==> src/rtl/frame_buffer_line_circle_plotter_macros.svh <==
// Assertion macros for the plotter RTL, used by the frame store.
`ifndef FRAME_BUFFER_LINE_CIRCLE_PLOTTER_MACROS_SVH
`define FRAME_BUFFER_LINE_CIRCLE_PLOTTER_MACROS_SVH
// Implication checked on every clock edge outside reset.
`define FBP_ASSERT_IMPL(label, clk, rst_n, ante, cons, msg) \
	label: assert property (@(posedge clk) disable iff (!rst_n) (ante) |-> (cons)) \
		else $error(msg);
// Next-cycle implication checked outside reset.
`define FBP_ASSERT_NEXT(label, clk, rst_n, ante, cons, msg) \
	label: assert property (@(posedge clk) disable iff (!rst_n) (ante) |=> (cons)) \
		else $error(msg);
`endif

==> src/rtl/fblcp_pkg.sv <==
// Package: shared types and constants of the frame buffer plotter.
`timescale 1ns / 1ps
`default_nettype none
package fblcp_pkg;
	localparam int DefPanelWidth  = 128;
	localparam int DefPanelHeight = 64;

	localparam logic [1:0] KIND_LINE   = 2'd0;
	localparam logic [1:0] KIND_CIRCLE = 2'd1;
	localparam logic [1:0] KIND_CLEAR  = 2'd2;
	localparam logic [1:0] KIND_READ   = 2'd3;

	localparam logic [1:0] MODE_CLEAR  = 2'd0;
	localparam logic [1:0] MODE_SET    = 2'd1;
	localparam logic [1:0] MODE_TOGGLE = 2'd2;
	// Spare code, behaves as toggle.
	localparam logic [1:0] MODE_TOGGLE_ALT = 2'd3;

	// One command word.
	typedef struct packed {
		logic [1:0] kind;
		logic [7:0] x_start;
		logic [7:0] y_start;
		logic [7:0] x_end;
		logic [7:0] y_end;
		logic [7:0] radius;
		logic [1:0] pixel_mode;
	} cmd_t;

	// One pixel request from the point generator to the memory port.
	typedef struct packed {
		logic       vld;
		logic [7:0] x;
		logic [7:0] y;
		logic [1:0] mode;
	} pix_t;
endpackage
`default_nettype wire

==> src/rtl/fblcp_if.sv <==
// Interfaces: valid/ready channels for commands and results.
`timescale 1ns / 1ps
`default_nettype none
interface fblcp_cmd_if;
	logic          valid;
	logic          ready;
	fblcp_pkg::cmd_t data;
	modport source (output valid, output data, input ready);
	modport sink (input valid, input data, output ready);
endinterface

interface fblcp_rsp_if;
	logic       valid;
	logic       ready;
	logic [7:0] read_data;
	modport source (output valid, output read_data, input ready);
	modport sink (input valid, input read_data, output ready);
endinterface
`default_nettype wire

==> src/rtl/fblcp_gen.sv <==
// Point generator: sequences lines, circles, clears and reads.
`timescale 1ns / 1ps
`default_nettype none
module fblcp_gen #(
	parameter int PanelWidth  = fblcp_pkg::DefPanelWidth,
	parameter int PanelHeight = fblcp_pkg::DefPanelHeight
) (
	input  wire              clk,
	input  wire              arst_n,
	fblcp_cmd_if.sink        cmd,
	fblcp_rsp_if.source      rsp,
	output fblcp_pkg::pix_t  pix,
	output logic             clr_vld,
	output logic [$clog2(((PanelHeight + 7) / 8) * PanelWidth)-1:0] clr_addr,
	output logic             rd_vld,
	input  wire  [7:0]       rd_data,
	input  wire              busy
);
	import fblcp_pkg::*;
	localparam int Depth = ((PanelHeight + 7) / 8) * PanelWidth;
	localparam int AW    = $clog2(Depth);

	localparam logic [2:0] ST_IDLE = 3'd0;
	localparam logic [2:0] ST_LINE = 3'd1;
	localparam logic [2:0] ST_CIRC = 3'd2;
	localparam logic [2:0] ST_CLR  = 3'd3;
	localparam logic [2:0] ST_RD   = 3'd4;
	localparam logic [2:0] ST_DRN  = 3'd5;
	localparam logic [2:0] ST_OUT  = 3'd6;

	logic [2:0]  state_q;
	cmd_t        c_q;
	// Line stepping: signed 10-bit positions, 9-bit deltas and errors.
	logic signed [9:0] cx_q, cy_q;
	logic [8:0]  dx_q, dy_q, span_q, ex_q, ey_q, k_q;
	logic        sx_q, sy_q;
	// Circle: a, b and octant index.
	logic signed [9:0] a_q, b_q;
	logic [2:0]  oct_q;
	logic [AW-1:0] ca_q;
	logic [7:0]  rdat_q;
	logic        rd_wait_q;

	// Circle loop condition and step test (products of 10-bit values).
	logic signed [20:0] bb2, rr, stepv;
	logic signed [9:0]  a1;
	assign rr    = 21'(c_q.radius) * 21'(c_q.radius);
	assign bb2   = 21'(2) * 21'(b_q) * 21'(b_q);
	assign a1    = a_q + 10'sd1;
	assign stepv = 21'(a1) * 21'(a1) + 21'(b_q) * 21'(b_q) - rr;
	logic circ_go;
	assign circ_go = (b_q >= 0) && (bb2 >= rr);

	// Circle octant point.
	logic [7:0] xc, yc, pa, pb, px, py;
	assign xc = c_q.x_start;
	assign yc = c_q.y_start;
	assign pa = a_q[7:0];
	assign pb = b_q[7:0];
	always_comb begin
		case (oct_q)
			3'd0: begin px = xc + pa; py = yc - pb; end
			3'd1: begin px = xc - pa; py = yc - pb; end
			3'd2: begin px = xc - pa; py = yc + pb; end
			3'd3: begin px = xc + pa; py = yc + pb; end
			3'd4: begin px = xc + pb; py = yc + pa; end
			3'd5: begin px = xc + pb; py = yc - pa; end
			3'd6: begin px = xc - pb; py = yc - pa; end
			default: begin px = xc - pb; py = yc + pa; end
		endcase
	end

	// Line error update.
	logic [9:0] exn, eyn;
	assign exn = 10'(ex_q) + 10'(dx_q);
	assign eyn = 10'(ey_q) + 10'(dy_q);

	// Pixel request; a read drives the address path with the held start point.
	always_comb begin
		pix = '0;
		if (state_q == ST_LINE) begin
			pix.vld = 1'b1; pix.x = cx_q[7:0]; pix.y = cy_q[7:0]; pix.mode = c_q.pixel_mode;
		end else if (state_q == ST_CIRC && circ_go) begin
			pix.vld = 1'b1; pix.x = px; pix.y = py; pix.mode = MODE_SET;
		end else if (state_q == ST_RD) begin
			pix.x = c_q.x_start; pix.y = c_q.y_start;
		end
	end

	assign cmd.ready     = (state_q == ST_IDLE);
	assign rsp.valid     = (state_q == ST_OUT);
	assign rsp.read_data = rdat_q;
	assign clr_vld       = (state_q == ST_CLR);
	assign clr_addr      = ca_q;
	assign rd_vld        = (state_q == ST_RD) && !rd_wait_q;

	logic signed [9:0] dxs, dys;
	logic [8:0] adx, ady;
	logic rd_ok;
	logic axis;
	assign dxs = 10'(cmd.data.x_end) - 10'(cmd.data.x_start);
	assign dys = 10'(cmd.data.y_end) - 10'(cmd.data.y_start);
	assign adx = dxs[9] ? 9'(-dxs) : 9'(dxs);
	assign ady = dys[9] ? 9'(-dys) : 9'(dys);
	assign axis = (adx == 9'd0) || (ady == 9'd0);
	assign rd_ok = (32'(c_q.x_start) < PanelWidth) && (32'(c_q.y_start) < PanelHeight);

	always_ff @(posedge clk or negedge arst_n) begin
		if (!arst_n) begin
			state_q   <= ST_CLR;
			ca_q      <= '0;
			rd_wait_q <= 1'b0;
			c_q       <= '0;
		end else begin
			unique case (state_q)
				ST_IDLE: begin
					if (cmd.valid) begin
						c_q    <= cmd.data;
						rdat_q <= 8'd0;
						cx_q <= 10'(cmd.data.x_start);
						cy_q <= 10'(cmd.data.y_start);
						sx_q <= dxs[9];
						sy_q <= dys[9];
						dx_q <= adx;
						dy_q <= ady;
						span_q <= (adx > ady) ? adx : ady;
						// Axis lines start with unit error so they advance on every step
						ex_q <= axis ? 9'd1 : 9'd0;
						ey_q <= axis ? 9'd1 : 9'd0;
						k_q <= '0;
						a_q <= '0; b_q <= 10'(cmd.data.radius); oct_q <= '0;
						ca_q <= '0;
						rd_wait_q <= 1'b0;
						case (cmd.data.kind)
							KIND_LINE:   state_q <= ST_LINE;
							KIND_CIRCLE: state_q <= ST_CIRC;
							KIND_CLEAR:  state_q <= ST_DRN;
							default:     state_q <= ST_RD;
						endcase
					end
				end
				ST_LINE: begin
					// One point per cycle, span + 1 points in all
					if (k_q == span_q) begin
						state_q <= ST_DRN;
					end else begin
						k_q <= k_q + 9'd1;
						if (exn > 10'(span_q)) begin
							ex_q <= 9'(exn - 10'(span_q));
							cx_q <= sx_q ? cx_q - 10'sd1 : cx_q + 10'sd1;
						end else ex_q <= 9'(exn);
						if (eyn > 10'(span_q)) begin
							ey_q <= 9'(eyn - 10'(span_q));
							cy_q <= sy_q ? cy_q - 10'sd1 : cy_q + 10'sd1;
						end else ey_q <= 9'(eyn);
					end
				end
				ST_CIRC: begin
					if (!circ_go) state_q <= ST_DRN;
					else begin
						oct_q <= oct_q + 3'd1;
						if (oct_q == 3'd7) begin
							if (stepv > 0) b_q <= b_q - 10'sd1;
							else a_q <= a1;
						end
					end
				end
				ST_CLR: begin
					ca_q <= ca_q + AW'(1);
					if (32'(ca_q) == Depth - 1)
						state_q <= (c_q.kind == KIND_CLEAR) ? ST_OUT : ST_IDLE;
				end
				ST_RD: begin
					if (!rd_ok) state_q <= ST_OUT;
					else if (!rd_wait_q) rd_wait_q <= 1'b1;
					else if (!busy) ;
					else begin
						rdat_q  <= rd_data;
						state_q <= ST_OUT;
					end
				end
				ST_DRN: begin
					if (!busy)
						state_q <= (c_q.kind == KIND_CLEAR) ? ST_CLR : ST_OUT;
				end
				ST_OUT: if (rsp.ready) state_q <= ST_IDLE;
				default: state_q <= ST_IDLE;
			endcase
		end
	end
endmodule
`default_nettype wire

==> src/flat_wrapper.sv <==
// flat-port wrapper written by rule: the top's interface ports become plain ports
module fblcp_gen_flat import fblcp_pkg::*;
#(
	parameter int PanelWidth  = fblcp_pkg::DefPanelWidth,
	parameter int PanelHeight = fblcp_pkg::DefPanelHeight
)
  (clk, arst_n, pix, clr_vld, clr_addr, rd_vld, rd_data, busy, cmd_valid, cmd_data, cmd_ready, rsp_valid, rsp_read_data, rsp_ready);
  fblcp_cmd_if cmd_i ();
  fblcp_rsp_if rsp_i ();
  input  wire clk;
  input  wire arst_n;
  output fblcp_pkg::pix_t pix;
  output logic clr_vld;
  output logic [$clog2(((PanelHeight + 7) / 8) * PanelWidth)-1:0] clr_addr;
  output logic rd_vld;
  input  wire  [7:0] rd_data;
  input  wire busy;
  input wire logic [$bits(cmd_i.valid)-1:0] cmd_valid;
  input wire logic [$bits(cmd_i.data)-1:0] cmd_data;
  output wire logic [$bits(cmd_i.ready)-1:0] cmd_ready;
  output wire logic [$bits(rsp_i.valid)-1:0] rsp_valid;
  output wire logic [$bits(rsp_i.read_data)-1:0] rsp_read_data;
  input wire logic [$bits(rsp_i.ready)-1:0] rsp_ready;
  assign cmd_i.valid = cmd_valid;
  assign cmd_i.data = cmd_data;
  assign cmd_ready = cmd_i.ready;
  assign rsp_valid = rsp_i.valid;
  assign rsp_read_data = rsp_i.read_data;
  assign rsp_i.ready = rsp_ready;
  fblcp_gen #(.PanelWidth(PanelWidth), .PanelHeight(PanelHeight)) u_core (.clk(clk), .arst_n(arst_n), .cmd(cmd_i), .rsp(rsp_i), .pix(pix), .clr_vld(clr_vld), .clr_addr(clr_addr), .rd_vld(rd_vld), .rd_data(rd_data), .busy(busy));
endmodule
==> config.mk <==
export PLATFORM = sky130hd
export DESIGN_NAME = fblcp_gen_flat
export DESIGN_NICKNAME = d
export VERILOG_FILES = /design/src/rtl/frame_buffer_line_circle_plotter_macros.svh /design/src/rtl/fblcp_pkg.sv /design/src/rtl/fblcp_if.sv /design/src/rtl/fblcp_gen.sv /design/src/flat_wrapper.sv
export SDC_FILE = /design/constraint.sdc
export NUM_CORES = 1
export LEC_CHECK = 0
export BUFFER_PORTS_ARGS = -buffer_cell sky130_fd_sc_hd__clkbuf_2
export CELL_PAD_IN_SITES_DETAIL_PLACEMENT = 0
export CELL_PAD_IN_SITES_GLOBAL_PLACEMENT = 2
export CORE_MARGIN = 4
export CORE_UTILIZATION = 40
export CTS_CLUSTER_DIAMETER = 200
export DETAILED_ROUTE_END_ITERATION = 10
export HOLD_SLACK_MARGIN = 0.02
export PLACE_DENSITY = 0.86
export SYNTH_ARGS = -nofsm -noshare
export SYNTH_HDL_FRONTEND = slang
export SYNTH_SLANG_ARGS = --single-unit
==> constraint.sdc <==
create_clock -name clk -period 10.4 [get_ports clk]
set_input_delay 1.04 -clock clk [delete_from_list [all_inputs] [get_ports clk]]
set_output_delay 1.04 -clock clk [all_outputs]
set_load 0.01 [all_outputs]
==> results.txt <==
- For the pin with the worst max-slew slack, the measured transition is 1210 ps.
* Longest Clk Path Bufs: 2
- The die is 239 um wide.
- Yosys reg bits: 145
- RSZ-0062 raised after global routing: false
- After detailed routing, the average wire length per cell comes to 17.4 um.
- Setup slack on the worst reg-to-reg path comes out at 750 ps.
* Top flip-flop cell by instance count after synthesis: edfxtp_1
- Count of flip-flops with a built-in enable after synthesis: 103
- Synthesis produced 2419 cells.
- The hold violation count in the final report is 0.
- In this run, CTS created clock tree buffers numbering 17.
- Maximum clock rate: 102 MHz
* Share of layout cells above drive strength 1: 0.0800
- Counting distinct cell types in the post-synthesis netlist gives 80.
* Hold Buf Count CTS: 0
* Peak per-stage delay on the critical path: 900 ps
- Row generation in the floorplan step produced 84 rows.
- Maximum number of pins on one net before global-route repair: 66
* Count of vias placed by the detailed router: 16645
- Signal arrival time at the worst endpoint: 8780 ps
- Cell type contributing the most total cell area after synthesis: fa_1
* Most numerous cell on the critical path: fa_1
* Mapped Nets: 2952
- Post-detailed-route via-to-cell ratio: 5.20
* Count of H-tree levels built during CTS: 4
- In this run the remaining antenna-violating nets after routing total 0.
- Highest fanout seen on the critical path: 18
- Starting density of the core: 0.406
* Critical path class: flop to output port
* Worst hold slack: 472 ps
* Filler cells: 5243
* Final Net Count: 3031
* Max-cap violations: 0
* Rel. slew slack: 0.195
* Post-CTS clock slew at the launch and capture registers of the worst setup and hold paths: 70 ps
- Half-perimeter wire length of the detailed placement result: 45900 um
- The flow ran to the end, and the final reports show no timing, DRC or antenna violations.
- The most critical setup path has its startpoint at u_core.b_q[6]$_DFFE_PP_.
- Counting flops with an async set or reset pin after synthesis yields a share of 0.290.
- The worst register-to-register path ends at u_core.b_q[8]$_SDFFCE_PN0P_.
- CTS Root Cell: clkbuf_16
* Die height: 239 um
* Cell types occupying the most area after synthesis: fa_1 (20%), ha_1 (16%), edfxtp_1 (14%)
* GRT Util Overall: 0.200
- The area growth from synthesis to layout is 9.10%.
* Class of the worst hold path: flop to flop
* Sinks on the clock net: 145
- The critical path ends at pix[7].
- In this run, the number of DRC markers left after iteration 0 of detailed routing was 1101.
* Clock tree from TritonCTS: done
* Initial antenna violation count: 0
* Data required time of the critical path: 9360 ps
- First drt pass iteration count: 6
* Cell area after technology mapping: 21400 um^2
- Adding up every negative setup slack in the final design gives 0 ps.
- The most common cell in the synthesized netlist is inv_1.
- Aggregate global routing overflow: 0
* Aggregate routed wire length: 55600 um
- Synth warn: 0
- The die covers 57300 um^2.
- The via count of the first global-routing pass was 17245.
- Worst reg2reg startpoint: u_core.a_q[1]$_SDFFCE_PN0P_
- Fin crit share: 0.944
- Worst reg2reg path depth: 32
* Final routed DRC violation total: 0
* Number of setup violations in the final report: 0
* Ports placed on the boundary: 98
* Worst Clk Skew: 11.7 ps
- Core occupancy in the finished layout: 0.443
- In this run the standard cell core region covers 52800 um^2.
- Clock insertion delay at the later pin of the skew report: 470 ps
- STA classifies the critical path endpoint as an output port.
- Critical-path top delay cell: edfxtp_1
- Global-route wire length before repair: 91000 um
* Placer's final routability congestion estimate: 0.868
- Port Buf Inserts: 97
* Post-synth top cells: inv_1 (416), ha_1 (267), fa_1 (209)
- The worst path in the final design needs a cycle of 9820 ps, including I/O delays and setup.
- Mean post-synth cell area: 8.86 um^2
- Final max-slew violation count: 0
- STA classifies the critical path startpoint as a flop.
- The share of synthesized area in the top cell type comes to 0.195.
- Register area share after synthesis: 0.194
* Antenna cell count: 0
==> cell families (layout without fill, tap and decap cells) <==
kind of cell,after synthesis,count (layout),share of synthesized area
AOI/OAI and AO/OA,434,434,0.130
xor gates and xnor gates,192,192,0.0791
adders and majority gates,476,476,0.351
buffers and inverters,491,583,0.0873
DFF,145,145,0.194
muxes,34,34,0.0165
and+or+nand+nor,647,647,0.142
==> flip-flops by register name, indices dropped and copies added, names as in the netlist, 8 cells and up <==
register and count:
u_core.c_q 12, u_core.a_q 10, u_core.b_q 10, u_core.clr_addr 10, u_core.dx_q 9, u_core.dy_q 9, u_core.ex_q 9, u_core.ey_q 9
u_core.k_q 9, u_core.span_q 9, u_core.cx_q 8, u_core.cy_q 8, u_core.rsp.read_data 8, u_core.xc 8, u_core.yc 8
==> critical path: cells and delay by family (launching register included) <==
family          cells  cell delay (ps)
simple gates        5             1070
buf+inv             4              310
flops               1              900
xor+xnor            1              350
compound gates      8             2490
fa+ha+maj           7             3150
==> cells in the final DEF (no fill, tap or decap), drive strengths merged, types with 32 or more instances in the layout <==
| master | count |
|---|---|
| nor2b | 37 |
| nor3 | 32 |
| nor2 | 185 |
| clkbuf | 114 |
| o21ai | 135 |
| xnor2 | 126 |
| dfrtp | 40 |
| a21o | 52 |
| buf | 34 |
| and2 | 50 |
| ha | 267 |
| a21oi | 103 |
| xor2 | 65 |
| nand2 | 204 |
| edfxtp | 103 |
| fa | 209 |
| inv | 425 |
==> worst min-delay path by stage <==
stage | from | slack, ps | depth (start not counted) | endpoint
after global routing | u_core.c_q[43]$_DFFE_PN0P_ | 490 | 2 | u_core.c_q[43]$_DFFE_PN0P_
after detailed placement | u_core.c_q[43]$_DFFE_PN0P_ | 450 | 2 | u_core.c_q[43]$_DFFE_PN0P_
after floorplan | u_core.c_q[43]$_DFFE_PN0P_ | 440 | 2 | u_core.c_q[43]$_DFFE_PN0P_
after global placement | u_core.c_q[43]$_DFFE_PN0P_ | 450 | 2 | u_core.c_q[43]$_DFFE_PN0P_
after CTS | u_core.c_q[43]$_DFFE_PN0P_ | 470 | 2 | u_core.c_q[43]$_DFFE_PN0P_
final | u_core.c_q[43]$_DFFE_PN0P_ | 470 | 2 | u_core.c_q[43]$_DFFE_PN0P_
==> layout make-up <==
class	count	area (um^2)	share of cell area
Timing Repair Buffer	131	741	0.0317
Tap cell	688	861	0.0368
Clock inverter	15	188	0.00803
Clock buffer	17	425	0.0182
Multi-Input combinational cell	1783	15400	0.660
Inverter	420	1580	0.0676
Sequential cell	145	4150	0.177
==> per-layer routing <==
metal,vias up,wire (um),GRT usage,share of wire
li1,8141,-,-,-
met1,8079,26400,0.283,0.47
met2,387,25800,0.327,0.46
met3,38,2650,0.0334,0.048
met4,0,727,0.0348,0.013
met5,-,0,0,0
==> metrics by stage <==
step                      instances  cell area [um^2]  worst slack, ps
after floorplan                2419             21400             1160
after global placement         3158             22700              795
after detailed placement       3158             22700              732
after CTS                      3190             23300              412
after global routing           3199             23400            0.619
final                          3199             23400              584
==> repair_timing <==
action / in CTS / in global routing
resized for setup: 0 / 2
buffers inserted: 0 / 9
setup endpoints to repair: 0 / 27
Power is left out: the tool's default activity adds up to more than one toggle a clock period on the data nets, which glitch-free logic cannot reach.
